### config.mk
export PLATFORM = sky130hd
export DESIGN_NAME = unsorted_array_priority_queue_unit
export DESIGN_NICKNAME = d
export VERILOG_FILES = /design/src/design/uapq_pkg.sv /design/src/design/uapq_ram.sv /design/src/design/uapq_ctrl.sv /design/src/design/unsorted_array_priority_queue_unit.sv
export VERILOG_INCLUDE_DIRS = /design/src /design/src/design
export SDC_FILE = /design/constraint.sdc
export NUM_CORES = 1
export LEC_CHECK = 0
export ABC_AREA = 1
export BUFFER_PORTS_ARGS = -buffer_cell sky130_fd_sc_hd__buf_2
export CAP_MARGIN = 20
export CORE_ASPECT_RATIO = 0.9
export CORE_MARGIN = 8
export CORE_UTILIZATION = 35
export CTS_BUF_LIST = sky130_fd_sc_hd__clkbuf_2 sky130_fd_sc_hd__clkbuf_4 sky130_fd_sc_hd__clkbuf_8
export CTS_CLUSTER_SIZE = 12
export DETAILED_ROUTE_END_ITERATION = 8
export MAX_ROUTING_LAYER = met4
export PLACE_DENSITY_LB_ADDON = 0.12
export SYNTH_ARGS = -nofsm -noshare
export SYNTH_HDL_FRONTEND = slang
export SYNTH_SLANG_ARGS = --single-unit
### constraint.sdc
create_clock -name clk_i -period 5.3 [get_ports clk_i]
set_clock_uncertainty 0.15 [all_clocks]
set_input_delay 0.265 -clock clk_i [delete_from_list [all_inputs] [get_ports clk_i]]
set_output_delay 0.265 -clock clk_i [all_outputs]
set_load 0.02 [all_outputs]
### src/design/unsorted_array_priority_queue_unit_defines.svh
// ----------------------------------------------------------------------------
// Unsorted array priority queue - assertion macros
// Shared concurrent assertion forms, clocked on the rising edge and
// disabled while reset is asserted.
// ----------------------------------------------------------------------------
`ifndef UNSORTED_ARRAY_PRIORITY_QUEUE_UNIT_DEFINES_SVH
`define UNSORTED_ARRAY_PRIORITY_QUEUE_UNIT_DEFINES_SVH

// Check a condition at every clock edge.
`define UAPQ_ASSERT_ALWAYS(label, clk, rst_n, cond, msg) \
  label: assert property (@(posedge clk) disable iff (!rst_n) (cond)) else $error(msg);

// Check that a condition implies another in the same cycle.
`define UAPQ_ASSERT_IMPLIES(label, clk, rst_n, ante, cons, msg) \
  label: assert property (@(posedge clk) disable iff (!rst_n) (ante) |-> (cons)) \
    else $error(msg);

// Check that a condition implies another in the next cycle.
`define UAPQ_ASSERT_NEXT(label, clk, rst_n, ante, cons, msg) \
  label: assert property (@(posedge clk) disable iff (!rst_n) (ante) |=> (cons)) \
    else $error(msg);

`endif

### src/design/uapq_pkg.sv
// ----------------------------------------------------------------------------
// Unsorted array priority queue - package
// Operation and status codes, controller states, field widths and the
// result item type.
// ----------------------------------------------------------------------------
`default_nettype none

package uapq_pkg;

  localparam int DefQueueDepth    = 16;
  localparam int DefValueWidth    = 8;
  localparam int DefPriorityWidth = 16;

  localparam int OpBits        = 2;
  localparam int ValueBits     = 8;
  localparam int PriorityBits  = 16;
  localparam int PositionBits  = 4;
  localparam int StatusBits    = 2;
  localparam int OccupancyBits = 5;

  typedef enum logic [OpBits-1:0] {
    OpInsert  = 2'd0,
    OpPeek    = 2'd1,
    OpExtract = 2'd2,
    OpSetKey  = 2'd3
  } uapq_op_e;

  typedef enum logic [StatusBits-1:0] {
    StOk    = 2'd0,
    StEmpty = 2'd1,
    StFull  = 2'd2,
    StRange = 2'd3
  } uapq_status_e;

  typedef enum logic [1:0] {
    StateIdle,
    StateSearch,
    StateShift
  } uapq_state_e;

  typedef struct packed {
    logic [ValueBits-1:0]     value;
    uapq_status_e             status;
    logic [OccupancyBits-1:0] occupancy;
  } uapq_result_t;

endpackage

`default_nettype wire

### src/design/uapq_ram.sv
// ----------------------------------------------------------------------------
// Unsorted array priority queue - slot memory
// Single write port, single read port, registered read data.
// ----------------------------------------------------------------------------
`default_nettype none

module uapq_ram #(
  parameter int DEPTH = uapq_pkg::DefQueueDepth,
  parameter int WIDTH = uapq_pkg::DefValueWidth,
  localparam int AW   = (DEPTH > 1) ? $clog2(DEPTH) : 1
) (
  input  wire logic             clk_i,
  input  wire logic             we_i,
  input  wire logic [AW-1:0]    waddr_i,
  input  wire logic [WIDTH-1:0] wdata_i,
  input  wire logic             re_i,
  input  wire logic [AW-1:0]    raddr_i,
  output logic      [WIDTH-1:0] rdata_o
);

  logic [WIDTH-1:0] mem_q [DEPTH];
  logic [WIDTH-1:0] rdata_q;

  always_ff @(posedge clk_i) begin
    if (we_i) begin
      mem_q[waddr_i] <= wdata_i;
    end
  end

  always_ff @(posedge clk_i) begin
    if (re_i) begin
      rdata_q <= mem_q[raddr_i];
    end
  end

  assign rdata_o = rdata_q;

endmodule

`default_nettype wire

### src/design/uapq_ctrl.sv
// ----------------------------------------------------------------------------
// Unsorted array priority queue - controller
// Sequencer for insert, set-key, minimum search and compaction over the
// slot memories, with the result register.
// ----------------------------------------------------------------------------
`default_nettype none

module uapq_ctrl #(
  parameter int QUEUE_DEPTH    = uapq_pkg::DefQueueDepth,
  parameter int VALUE_WIDTH    = uapq_pkg::DefValueWidth,
  parameter int PRIORITY_WIDTH = uapq_pkg::DefPriorityWidth,
  localparam int AW = (QUEUE_DEPTH > 1) ? $clog2(QUEUE_DEPTH) : 1,
  localparam int CW = $clog2(QUEUE_DEPTH + 1)
) (
  input  wire logic                                   clk_i,
  input  wire logic                                   rst_ni,
  input  wire logic                                   in_valid_i,
  output logic                                        in_ready_o,
  input  wire logic [uapq_pkg::OpBits-1:0]            operation_i,
  input  wire logic [uapq_pkg::ValueBits-1:0]         item_value_i,
  input  wire logic signed [uapq_pkg::PriorityBits-1:0] item_priority_i,
  input  wire logic [uapq_pkg::PositionBits-1:0]      slot_position_i,
  output logic                                        out_valid_o,
  input  wire logic                                   out_ready_i,
  output uapq_pkg::uapq_result_t                      result_o,
  output logic                                        re_o,
  output logic [AW-1:0]                               raddr_o,
  output logic                                        val_we_o,
  output logic                                        pri_we_o,
  output logic [AW-1:0]                               waddr_o,
  output logic [VALUE_WIDTH-1:0]                      wval_o,
  output logic [PRIORITY_WIDTH-1:0]                   wpri_o,
  input  wire logic [VALUE_WIDTH-1:0]                 rd_val_i,
  input  wire logic signed [PRIORITY_WIDTH-1:0]       rd_pri_i
);

  localparam int XW = (CW > uapq_pkg::PositionBits) ? CW : uapq_pkg::PositionBits;

  uapq_pkg::uapq_state_e state_q, state_d;
  logic                  is_extract_q, is_extract_d;
  logic [CW-1:0]         count_q, count_d;
  logic [AW-1:0]         scan_idx_q, scan_idx_d;
  logic signed [PRIORITY_WIDTH-1:0] best_pri_q, best_pri_d;
  logic [VALUE_WIDTH-1:0] best_val_q, best_val_d;
  logic [AW-1:0]         best_idx_q, best_idx_d;
  logic                  out_valid_q, out_valid_d;
  uapq_pkg::uapq_result_t out_q, out_d;

  uapq_pkg::uapq_op_e     op;
  logic [VALUE_WIDTH-1:0] val_in;
  logic signed [PRIORITY_WIDTH-1:0] pri_in;
  logic [XW-1:0]          pos_x;
  logic [XW-1:0]          count_x;
  logic [CW-1:0]          count_last;
  logic                   out_free;
  logic                   cand_take;
  logic signed [PRIORITY_WIDTH-1:0] fin_pri;
  logic [VALUE_WIDTH-1:0] fin_val;
  logic [AW-1:0]          fin_idx;

  assign op         = uapq_pkg::uapq_op_e'(operation_i);
  assign val_in     = VALUE_WIDTH'(item_value_i);
  assign pri_in     = PRIORITY_WIDTH'(item_priority_i);
  assign pos_x      = XW'(slot_position_i);
  assign count_x    = XW'(count_q);
  assign count_last = count_q - CW'(1);
  assign out_free   = !out_valid_q || out_ready_i;

  assign cand_take = (scan_idx_q == '0) || (rd_pri_i < best_pri_q);
  assign fin_pri   = cand_take ? rd_pri_i   : best_pri_q;
  assign fin_val   = cand_take ? rd_val_i   : best_val_q;
  assign fin_idx   = cand_take ? scan_idx_q : best_idx_q;

  always_comb begin
    state_d      = state_q;
    is_extract_d = is_extract_q;
    count_d      = count_q;
    scan_idx_d   = scan_idx_q;
    best_pri_d   = best_pri_q;
    best_val_d   = best_val_q;
    best_idx_d   = best_idx_q;
    out_valid_d  = out_valid_q && !out_ready_i;
    out_d        = out_q;
    in_ready_o   = 1'b0;
    re_o         = 1'b0;
    raddr_o      = '0;
    val_we_o     = 1'b0;
    pri_we_o     = 1'b0;
    waddr_o      = '0;
    wval_o       = '0;
    wpri_o       = '0;

    unique case (state_q)
      uapq_pkg::StateIdle: begin
        in_ready_o = out_free;
        if (in_valid_i && out_free) begin
          out_valid_d     = 1'b1;
          out_d.value     = '0;
          out_d.status    = uapq_pkg::StOk;
          out_d.occupancy = uapq_pkg::OccupancyBits'(count_q);
          unique case (op)
            uapq_pkg::OpInsert: begin
              if (count_q == CW'(QUEUE_DEPTH)) begin
                out_d.status = uapq_pkg::StFull;
              end else begin
                val_we_o        = 1'b1;
                pri_we_o        = 1'b1;
                waddr_o         = count_q[AW-1:0];
                wval_o          = val_in;
                wpri_o          = pri_in;
                count_d         = count_q + CW'(1);
                out_d.occupancy = uapq_pkg::OccupancyBits'(count_q + CW'(1));
              end
            end
            uapq_pkg::OpPeek, uapq_pkg::OpExtract: begin
              if (count_q == '0) begin
                out_d.status = uapq_pkg::StEmpty;
              end else begin
                out_valid_d  = 1'b0;
                re_o         = 1'b1;
                raddr_o      = '0;
                scan_idx_d   = '0;
                is_extract_d = (op == uapq_pkg::OpExtract);
                state_d      = uapq_pkg::StateSearch;
              end
            end
            uapq_pkg::OpSetKey: begin
              if (pos_x >= count_x) begin
                out_d.status = uapq_pkg::StRange;
              end else begin
                pri_we_o = 1'b1;
                waddr_o  = pos_x[AW-1:0];
                wpri_o   = pri_in;
              end
            end
          endcase
        end
      end

      uapq_pkg::StateSearch: begin
        best_pri_d = fin_pri;
        best_val_d = fin_val;
        best_idx_d = fin_idx;
        if (CW'(scan_idx_q) == count_last) begin
          out_d.value  = uapq_pkg::ValueBits'(fin_val);
          out_d.status = uapq_pkg::StOk;
          if (!is_extract_q) begin
            out_valid_d     = 1'b1;
            out_d.occupancy = uapq_pkg::OccupancyBits'(count_q);
            state_d         = uapq_pkg::StateIdle;
          end else if (CW'(fin_idx) == count_last) begin
            count_d         = count_last;
            out_valid_d     = 1'b1;
            out_d.occupancy = uapq_pkg::OccupancyBits'(count_last);
            state_d         = uapq_pkg::StateIdle;
          end else begin
            re_o       = 1'b1;
            raddr_o    = fin_idx + AW'(1);
            scan_idx_d = fin_idx;
            state_d    = uapq_pkg::StateShift;
          end
        end else begin
          re_o       = 1'b1;
          raddr_o    = scan_idx_q + AW'(1);
          scan_idx_d = scan_idx_q + AW'(1);
        end
      end

      uapq_pkg::StateShift: begin
        val_we_o = 1'b1;
        pri_we_o = 1'b1;
        waddr_o  = scan_idx_q;
        wval_o   = rd_val_i;
        wpri_o   = rd_pri_i;
        if (CW'(CW'(scan_idx_q) + CW'(1)) == count_last) begin
          count_d         = count_last;
          out_valid_d     = 1'b1;
          out_d.value     = uapq_pkg::ValueBits'(best_val_q);
          out_d.status    = uapq_pkg::StOk;
          out_d.occupancy = uapq_pkg::OccupancyBits'(count_last);
          state_d         = uapq_pkg::StateIdle;
        end else begin
          re_o       = 1'b1;
          raddr_o    = scan_idx_q + AW'(2);
          scan_idx_d = scan_idx_q + AW'(1);
        end
      end

      default: begin
        state_d = uapq_pkg::StateIdle;
      end
    endcase
  end

  always_ff @(posedge clk_i or negedge rst_ni) begin
    if (!rst_ni) begin
      state_q     <= uapq_pkg::StateIdle;
      count_q     <= '0;
      out_valid_q <= 1'b0;
    end else begin
      state_q     <= state_d;
      count_q     <= count_d;
      out_valid_q <= out_valid_d;
    end
  end

  always_ff @(posedge clk_i) begin
    is_extract_q <= is_extract_d;
    scan_idx_q   <= scan_idx_d;
    best_pri_q   <= best_pri_d;
    best_val_q   <= best_val_d;
    best_idx_q   <= best_idx_d;
    out_q        <= out_d;
  end

  assign out_valid_o = out_valid_q;
  assign result_o    = out_q;

endmodule

`default_nettype wire

### src/design/unsorted_array_priority_queue_unit.sv
// ----------------------------------------------------------------------------
// Unsorted array priority queue unit
// Bounded priority queue held in insertion order in two slot memories.
// ----------------------------------------------------------------------------
// One item at a time. Insert, set-key and every flagged item (full, empty,
// position out of range) give their result in the cycle after they are taken.
// Peek runs a minimum search that reads one slot per cycle through the single
// read port of the slot memories, which have registered read data. Extract then
// moves each entry after the minimum down one slot through the same port. The
// result sits in an output register; the next item is taken once that register
// is free or being emptied.
`default_nettype none

`include "unsorted_array_priority_queue_unit_defines.svh"

module unsorted_array_priority_queue_unit #(
  parameter int QUEUE_DEPTH    = uapq_pkg::DefQueueDepth,
  parameter int VALUE_WIDTH    = uapq_pkg::DefValueWidth,
  parameter int PRIORITY_WIDTH = uapq_pkg::DefPriorityWidth
) (
  input  wire logic                                      clk_i,
  input  wire logic                                      rst_ni,
  input  wire logic                                      in_valid_i,
  output logic                                           in_ready_o,
  input  wire logic [uapq_pkg::OpBits-1:0]               operation_i,
  input  wire logic [uapq_pkg::ValueBits-1:0]            item_value_i,
  input  wire logic signed [uapq_pkg::PriorityBits-1:0]  item_priority_i,
  input  wire logic [uapq_pkg::PositionBits-1:0]         slot_position_i,
  output logic                                           out_valid_o,
  input  wire logic                                      out_ready_i,
  output logic [uapq_pkg::ValueBits-1:0]                 result_value_o,
  output logic [uapq_pkg::StatusBits-1:0]                status_o,
  output logic [uapq_pkg::OccupancyBits-1:0]             occupancy_o
);

  localparam int AW = (QUEUE_DEPTH > 1) ? $clog2(QUEUE_DEPTH) : 1;

  uapq_pkg::uapq_result_t result;

  logic                      re;
  logic [AW-1:0]             raddr;
  logic                      val_we;
  logic                      pri_we;
  logic [AW-1:0]             waddr;
  logic [VALUE_WIDTH-1:0]    wval;
  logic [PRIORITY_WIDTH-1:0] wpri;
  logic [VALUE_WIDTH-1:0]    rd_val;
  logic [PRIORITY_WIDTH-1:0] rd_pri;

  uapq_ctrl #(
    .QUEUE_DEPTH    (QUEUE_DEPTH),
    .VALUE_WIDTH    (VALUE_WIDTH),
    .PRIORITY_WIDTH (PRIORITY_WIDTH)
  ) u_ctrl (
    .clk_i           (clk_i),
    .rst_ni          (rst_ni),
    .in_valid_i      (in_valid_i),
    .in_ready_o      (in_ready_o),
    .operation_i     (operation_i),
    .item_value_i    (item_value_i),
    .item_priority_i (item_priority_i),
    .slot_position_i (slot_position_i),
    .out_valid_o     (out_valid_o),
    .out_ready_i     (out_ready_i),
    .result_o        (result),
    .re_o            (re),
    .raddr_o         (raddr),
    .val_we_o        (val_we),
    .pri_we_o        (pri_we),
    .waddr_o         (waddr),
    .wval_o          (wval),
    .wpri_o          (wpri),
    .rd_val_i        (rd_val),
    .rd_pri_i        (rd_pri)
  );

  uapq_ram #(
    .DEPTH (QUEUE_DEPTH),
    .WIDTH (VALUE_WIDTH)
  ) u_val_ram (
    .clk_i   (clk_i),
    .we_i    (val_we),
    .waddr_i (waddr),
    .wdata_i (wval),
    .re_i    (re),
    .raddr_i (raddr),
    .rdata_o (rd_val)
  );

  uapq_ram #(
    .DEPTH (QUEUE_DEPTH),
    .WIDTH (PRIORITY_WIDTH)
  ) u_pri_ram (
    .clk_i   (clk_i),
    .we_i    (pri_we),
    .waddr_i (waddr),
    .wdata_i (wpri),
    .re_i    (re),
    .raddr_i (raddr),
    .rdata_o (rd_pri)
  );

  assign result_value_o = result.value;
  assign status_o       = result.status;
  assign occupancy_o    = result.occupancy;

  `UAPQ_ASSERT_IMPLIES(a_ready_needs_room, clk_i, rst_ni, in_ready_o, !out_valid_o || out_ready_i, "item taken while result register is held")
  `UAPQ_ASSERT_IMPLIES(a_empty_result, clk_i, rst_ni, out_valid_o && (status_o == uapq_pkg::StEmpty), (occupancy_o == '0) && (result_value_o == '0), "empty status with stored entries or value")
  `UAPQ_ASSERT_IMPLIES(a_full_result, clk_i, rst_ni, out_valid_o && (status_o == uapq_pkg::StFull), occupancy_o == uapq_pkg::OccupancyBits'(QUEUE_DEPTH), "full status below depth")
  `UAPQ_ASSERT_NEXT(a_single_cycle_ops, clk_i, rst_ni, in_valid_i && in_ready_o && ((operation_i == uapq_pkg::OpInsert) || (operation_i == uapq_pkg::OpSetKey)), out_valid_o, "insert or set-key result not ready next cycle")

endmodule

`default_nettype wire

==> impl_metrics.ini, run 1 <==
[setup_path]
crit_path_end_kind = flop
path_class = reg -> reg
cpMaxStageDelayCell = edfxtp_1
critPathMaxFanout = 94
rr_endpoint = u_pri_ram.rdata_o[11]$_DFFE_PP_
max_stage_delay_ns = 0.44
crit_arrival_ns = 4.94
required_ns = 5.52
start_kind = flop
reg2reg_depth = 24
crit_family = simple AND/OR/NAND/NOR gates
timing.critical_path.mode_cell = nand2_1
crit_chain = ha_1, a21oi_1, o21a_1, nand2_1, nand2_1, nand2_2, nand3_4, inv_4, nand2_1, nand2_2, nand2_1, nand2_1, nand3_2, nand2_2, nand2_4, nand2_4, nand2_8, buf_12, buf_12, nand3_1, nand3_1, nand3_1, nand3_1, nand2_1
worstPathBufferInverterCount = 3
reg2reg_from = u_pri_ram.rdata_o[7]$_DFFE_PP_
regToRegSetupSlack_ns = 0.58

[logic_synthesis]
synth_area_um2 = 22050
ys_top_cells_by_area = edfxtp_1 62%, nand3_1 11%, inv_1 6.5%
yosysTopAreaCellShare = 0.6210
netlist-cell-type-count = 48
yosysWarnings = 0
yosysTopAreaCell = edfxtp_1
synth_seq_cells = 464
syn_inst = 2126
synth_ff_type = edfxtp_1
syn-num-nets = 2193
ys_async_sr_fraction = 0.01724
synth-edff-count = 456
yosysSeqAreaShare = 0.6301
syn_avg_cell_area_um2 = 10.37

[floorplanning]
coreArea_um2 = 62480
chipWidth_um = 280.6
start_util = 0.3529
fp.dieH_um = 254.1
rows = 87
dieArea_um2 = 71290
ioPinCount = 51

[routing]
viasPerCell = 4.943
vias = 15560
routed_wl_um = 64700
wl_per_cell_um = 20.56
first_pass_iters = 8
ant_nets = 0
drt_iter0_markers = 1404
drc = 0

[timing]
finalWorstSetupSlack_ns = 0.5806
setup_viol = 0
fin_setup_tns_ns = 0
max_slew.worst_pin.slew_ns = 1.061
slew_headroom = 0.2925
slew_viol_final = 0
hold_viol_final = 0
timing.fmax_ghz = 0.2119
timing.final.crit_share = 0.8904
rsz0062_at_grt = no
timing.final.crit_period_ns = 4.719

[global_routing]
met3_usage = 0.02717
grt_pass1_wl_um = 96860
grt-ovfl-total = 0
grt_max_degree = 95
grtUsageMet1 = 0.2535
antenna_found_initial = 0
busiest_layer = met2
grtUsageMet2 = 0.2853
grt_pass1_vias = 15190
grtUsageTotal = 0.1851

[hold_path]
min-delay-path-class = in -> reg
hold_depth = 4
hold_end = u_pri_ram.mem_q[8][5]$_DFFE_PP_
worstHoldStart = item_priority_i[5]

[clock_tree]
cts_made_buffers = 83
clk_pin_slew_worst_paths_ns = 0.06
cts_tree = yes
clock_sinks = 464
clockRootBuffer = clkbuf_8
ctsResizeCount = 0
clk_latency_ns = 0.66
htree_num_levels = 3
clock_path_buffers = 3

[cells_and_area]
drive_gt1_frac = 0.1342
nNetsFinal = 2309
final_cell_mix = 474 x nand3_1, 456 x edfxtp_1, 379 x inv_1
final_common_cell = nand3_1
synthToLayoutAreaGrowth_pct = 14.20
fillers = 6188
diodes = 0

[power_and_ir_drop]
finalPower_mw = 14.26
p_leak_nw = 10.43
peakVddDrop_mv = 0.6709
powerDensity_nw_per_um2 = 566.5

[flow_run]
drv_cap = 0

[placed_design]
dp_hpwl_um = 36520
portBuffers = 50
routabilityCongestion = 0.8760
pre_cts_slack_ns = 0.6354

[outcome]
status = finished clean
timing repair:
action	4_1_cts	5_1_grt
hold buffers	10	4
endpoints found under the hold margin	46	7
buffers inserted	0	0
synth_stat cells (2+ instances only):
library cell / number
a21oi_1: 43
a21oi_2: 2
a22o_1: 2
a22oi_1: 3
a32o_1: 7
buf_1: 11
buf_2: 37
buf_4: 11
buf_6: 17
clkbuf_1: 34
clkinv_1: 4
dfrtp_1: 8
edfxtp_1: 456
ha_1: 33
inv_1: 379
inv_2: 5
nand2_1: 331
nand2_2: 11
nand2_4: 5
nand3_1: 474
nand3b_1: 97
nand4_1: 6
nor2_1: 54
nor3_1: 19
o211ai_1: 3
o21ai_0: 40
o21ai_1: 2
o22ai_1: 2
or2_2: 2
xnor2_1: 3
xor2_1: 8
cells by family (layout without fill, tap and decap cells):
logic type               count (synthesis)  in the layout  synth area share
buffers and inverters                  501            677           0.09539
flip-flops                             464            464            0.6301
AO/OA/AOI/OAI                          113            113           0.03059
AND/OR/NAND/NOR                       1004           1004            0.2208
XOR/XNOR                                11             11          0.004370
adder cells (fa/ha/maj)                 33             33           0.01873
registers in the layout (all words and copies together), names as in the netlist:
name,count
u_ctrl.best_idx_q,4
u_ctrl.best_pri_q,16
u_ctrl.best_val_q,8
u_ctrl.count_q,5
u_ctrl.is_extract_q,1
u_ctrl.out_valid_o,1
u_ctrl.result_o,15
u_ctrl.scan_idx_q,4
u_ctrl.state_q,2
u_pri_ram.mem_q,256
u_pri_ram.rdata_o,16
u_val_ram.mem_q,128
u_val_ram.rdata_o,8
final cells by class:
| type | instances | area (µm²) | share of cell area |
|---|---|---|---|
| sequential | 464 | 13890 | 0.5518 |
| multi-input combinational | 1161 | 6163 | 0.2448 |
| inverter | 390 | 1468 | 0.05829 |
| clock buffer | 117 | 1410 | 0.05600 |
| timing repair buffer | 142 | 1057 | 0.04199 |
| tap | 845 | 1057 | 0.04199 |
| clock inverter | 28 | 131.4 | 0.005217 |
metal layers:
metal  routed length [µm]  vias to the layer above
li1                     -                     7431
met1                30340                     7575
met2                29580                      449
met3                 3505                      102
met4                 1276                        0
met5                    0                        -
power breakdown:
part	total (mW)	internal [mW]	switching, mW	leakage (nW)
clock	3.17	1.71	1.47	0.813
sequential	5.16	4.93	0.231	4.34
combinational	5.93	1.62	4.31	5.28
stage by stage:
stage	hold WS, ns	instance area [µm²]	instances	util
floorplan	-0.1806	22050	2126	-
global placement	-0.01895	23430	2979	0.3749
detailed placement	-0.01455	23430	2980	0.3750
CTS	0.0005678	25070	3135	0.4013
global route	0.05479	25180	3147	0.4030
finish	0.06227	25180	3147	0.4030
worst max-delay path by stage:
stage	start	endpoint	slack, ns	depth (start not counted)
6_report	u_pri_ram.rdata_o[7]$_DFFE_PP_	u_pri_ram.rdata_o[11]$_DFFE_PP_	0.58	24
5_1_grt	u_pri_ram.rdata_o[3]$_DFFE_PP_	u_pri_ram.rdata_o[7]$_DFFE_PP_	0.26	25
4_1_cts	u_pri_ram.rdata_o[7]$_DFFE_PP_	u_pri_ram.rdata_o[7]$_DFFE_PP_	0.61	24
3_5_place_dp	u_pri_ram.rdata_o[7]$_DFFE_PP_	u_pri_ram.rdata_o[7]$_DFFE_PP_	0.64	24
3_3_place_gp	u_pri_ram.rdata_o[7]$_DFFE_PP_	u_pri_ram.rdata_o[11]$_DFFE_PP_	0.68	24
2_1_floorplan	u_pri_ram.rdata_o[9]$_DFFE_PP_	u_pri_ram.rdata_o[0]$_DFFE_PP_	1.50	19
worst reg2reg max path, stage by stage (launching register included):
cell,delay (ns)
edfxtp_1,0.44
ha_1,0.34
a21oi_1,0.15
o21a_1,0.14
nand2_1,0.10
nand2_1,0.13
nand2_2,0.14
nand3_4,0.20
inv_4,0.08
nand2_1,0.10
nand2_2,0.09
nand2_1,0.06
nand2_1,0.06
nand3_2,0.11
nand2_2,0.08
nand2_4,0.12
nand2_4,0.26
nand2_8,0.17
buf_12,0.40
buf_12,0.44
nand3_1,0.16
nand3_1,0.10
nand3_1,0.10
nand3_1,0.15
nand2_1,0.15
No activity file was read; power rests on OpenSTA's default activity.
==> run 2, diff against run 1 <==
--- a/config.mk
+++ b/config.mk
@@ -6,7 +6,6 @@
 export SDC_FILE = /design/constraint.sdc
 export NUM_CORES = 1
 export LEC_CHECK = 0
-export ABC_AREA = 1
 export BUFFER_PORTS_ARGS = -buffer_cell sky130_fd_sc_hd__buf_2
 export CAP_MARGIN = 20
 export CORE_ASPECT_RATIO = 0.9
==> impl_metrics.ini, run 2 <==
[routing]
vias = 12940
routed_wl_um = 58070
ant_nets = 0
wl_per_cell_um = 24.41
drt_iter0_markers = 1288
first_pass_iters = 5
viasPerCell = 5.439
drc = 0

[logic_synthesis]
ys_async_sr_fraction = 0.01724
synth_area_um2 = 20360
syn_inst = 1421
synth_seq_cells = 464
yosysSeqAreaShare = 0.6823
yosysTopAreaCellShare = 0.6725
syn_avg_cell_area_um2 = 14.33
yosysWarnings = 0
netlist-cell-type-count = 77
ys_top_cells_by_area = edfxtp_1 67%, mux2i_1 5.2%, a221oi_1 2.1%
yosys-top-cells-count = 456 x edfxtp_1, 105 x mux2i_1, 103 x nand2_1, 85 x nor2_1, 63 x clkbuf_1
yosysTopAreaCell = edfxtp_1
synth_ff_type = edfxtp_1
synth-edff-count = 456
syn-num-nets = 1488
synthMostInstantiatedCell = edfxtp_1

[cells_and_area]
register_area_um2 = 13890
drive_gt1_frac = 0.2001
nNetsFinal = 1617
final_cell_mix = 456 x edfxtp_1, 105 x mux2i_1, 103 x nand2_1
synthToLayoutAreaGrowth_pct = 16.46
instances_no_fill = 2379
max_flop_register = u_pri_ram.mem_q
final_common_cell = edfxtp_1
largest_reg_flops = 256
top_regs = u_pri_ram.mem_q (256), u_val_ram.mem_q (128)
multiInputGateArea_um2 = 6018
fillers = 5404

[timing]
max_slew.worst_pin.slew_ns = 0.8875
slew_viol_final = 0
timing.final.crit_share = 0.9665
timing.final.crit_period_ns = 5.122
setup_viol = 0
hold_viol_final = 0
timing.fmax_ghz = 0.1952
rsz0062_at_grt = no
finalWorstSetupSlack_ns = 0.1776
slew_headroom = 0.4041
timing.hold.ws_ns = 0.04703
fin_setup_tns_ns = 0

[global_routing]
grtUsageTotal = 0.1768
grt_max_degree = 60
grt_pass1_vias = 12850
grt_pass1_wl_um = 86040
grt-ovfl-total = 0
antenna_found_initial = 1

[power_and_ir_drop]
finalPower_mw = 14.75
peakVddDrop_mv = 0.3094
powerDensity_nw_per_um2 = 621.8
p_leak_nw = 8.283

[outcome]
status = finished clean

[floorplanning]
fp.dieH_um = 244.8
rows = 84
coreArea_um2 = 58020
dieArea_um2 = 66160
start_util = 0.3510
chipWidth_um = 270.2
ioPinCount = 51

[clock_tree]
clock_path_buffers = 3
cts_tree = yes
cts_made_buffers = 78
clk_latency_ns = 0.67
clock_sinks = 464
htree_num_levels = 3
clk_pin_slew_worst_paths_ns = 0.06
clockRootBuffer = clkbuf_8
post_cts_buffers = 0

[setup_path]
path_class = reg -> reg
crit_path_end_kind = flop
timing.critical_path.mode_cell = buf_4
crit_chain = ha_1, nand4_2, or3_1, o31a_4, nand2_2, mux2_2, or4_4, and4_4, o41a_2, buf_4, buf_4, o311ai_1, a211oi_1, a2111o_1
crit_family = compound AO/OA/AOI/OAI gates
start_kind = flop
max_stage_delay_ns = 0.58
required_ns = 5.54
cpMaxStageDelayCell = o41a_2
critPathMaxFanout = 18
crit_arrival_ns = 5.37
worstPathBufferInverterCount = 2

[placed_design]
pre_cts_slack_ns = 0.1479
portBuffers = 50
dp_cells = 2238
dp_hpwl_um = 35780
routabilityCongestion = 0.8338

[flow_run]
drv_cap = 0

[hold_path]
min-delay-path-class = in -> reg
## run 2: changes by cell type after synthesis, sizes merged, moves of 26 or more
| cell | delta |
|---|---|
| inv | -350 |
| a31oi | +51 |
| clkbuf | +28 |
| buf | -36 |
| nand3b | -97 |
| mux2i | +105 |
| nand3 | -443 |
| nand2 | -243 |
| a221oi | +47 |
| nor2 | +30 |
| a211oi | +26 |
## run 2: report_power, final
group	switching, mW	internal (mW)
logic	4.15	2.23
registers	0.252	4.98
clock network	1.45	1.69
total	5.85	8.90
## run 2: timing repair
item | in CTS | in global routing
endpoints found under the setup margin | 0 | 10
resized for setup | 0 | 1
endpoints found under the hold margin | 13 | 0
hold buffers | 6 | 0
## run 2: layout make-up
| type | count | area share |
|---|---|---|
| timing repair buffer | 152 | 0.05033 |
| inverter | 37 | 0.005857 |
| antenna | 1 | 0.0001055 |
| clock buffer | 101 | 0.05281 |
| sequential | 464 | 0.5859 |
| multi-input combinational | 817 | 0.2538 |
| tap | 774 | 0.04084 |
| clock inverter | 33 | 0.01039 |
## run 2: path summary, 6_finish.rpt
path	startpoint	depth (start not counted)	slack, ns	endpoint
hold / removal	operation_i[0]	4	0.05	u_ctrl.result_o[5]$_DFFE_PP_
setup / recovery	u_pri_ram.rdata_o[14]$_DFFE_PP_	14	0.18	u_val_ram.rdata_o[6]$_DFFE_PP_
min in group asynchronous	rst_ni	3	0.45	u_ctrl.count_q[2]$_DFFE_PN0P_
hold reg to reg	u_pri_ram.rdata_o[10]$_DFFE_PP_	0	0.34	u_ctrl.best_pri_q[10]$_DFFE_PP_
max in group asynchronous	rst_ni	3	4.23	u_ctrl.count_q[4]$_DFFE_PN0P_
setup reg to reg	u_pri_ram.rdata_o[14]$_DFFE_PP_	14	0.18	u_val_ram.rdata_o[6]$_DFFE_PP_
## run 2: cell families after synthesis
group                    Yosys count  synth area share
AND/OR/NAND/NOR                  317           0.07196
flip-flops                       464            0.6823
AO/OA/AOI/OAI                    333            0.1290
adder cells (fa/ha/maj)           33           0.02028
XOR/XNOR                          18          0.009155
buffers and inverters            140           0.02956
multiplexers                     116           0.05770
## run 2: through the flow
step,instance area [µm²],util
final,23710,0.4088
after global placement,22140,0.3816
after global routing,23710,0.4088
after detailed placement,22140,0.3816
after floorplan,20360,-
after CTS,23700,0.4085
## run 2: per-layer routing
layer | vias up | global-route usage | share of wire
li1 | 5922 | - | -
met1 | 6557 | 0.2420 | 0.47
met2 | 356 | 0.2661 | 0.46
met3 | 104 | 0.03444 | 0.050
met4 | 0 | 0.05351 | 0.025
met5 | - | - | 0
## run 2: worst register-to-register path, stage by stage (launching register included)
cell and delay [ns]:
edfxtp_1 0.45, ha_1 0.39, nand4_2 0.14, or3_1 0.44, o31a_4 0.34, nand2_2 0.09
mux2_2 0.33, or4_4 0.55, and4_4 0.19, o41a_2 0.58, buf_4 0.25, buf_4 0.19
o311ai_1 0.32, a211oi_1 0.12, a2111o_1 0.35
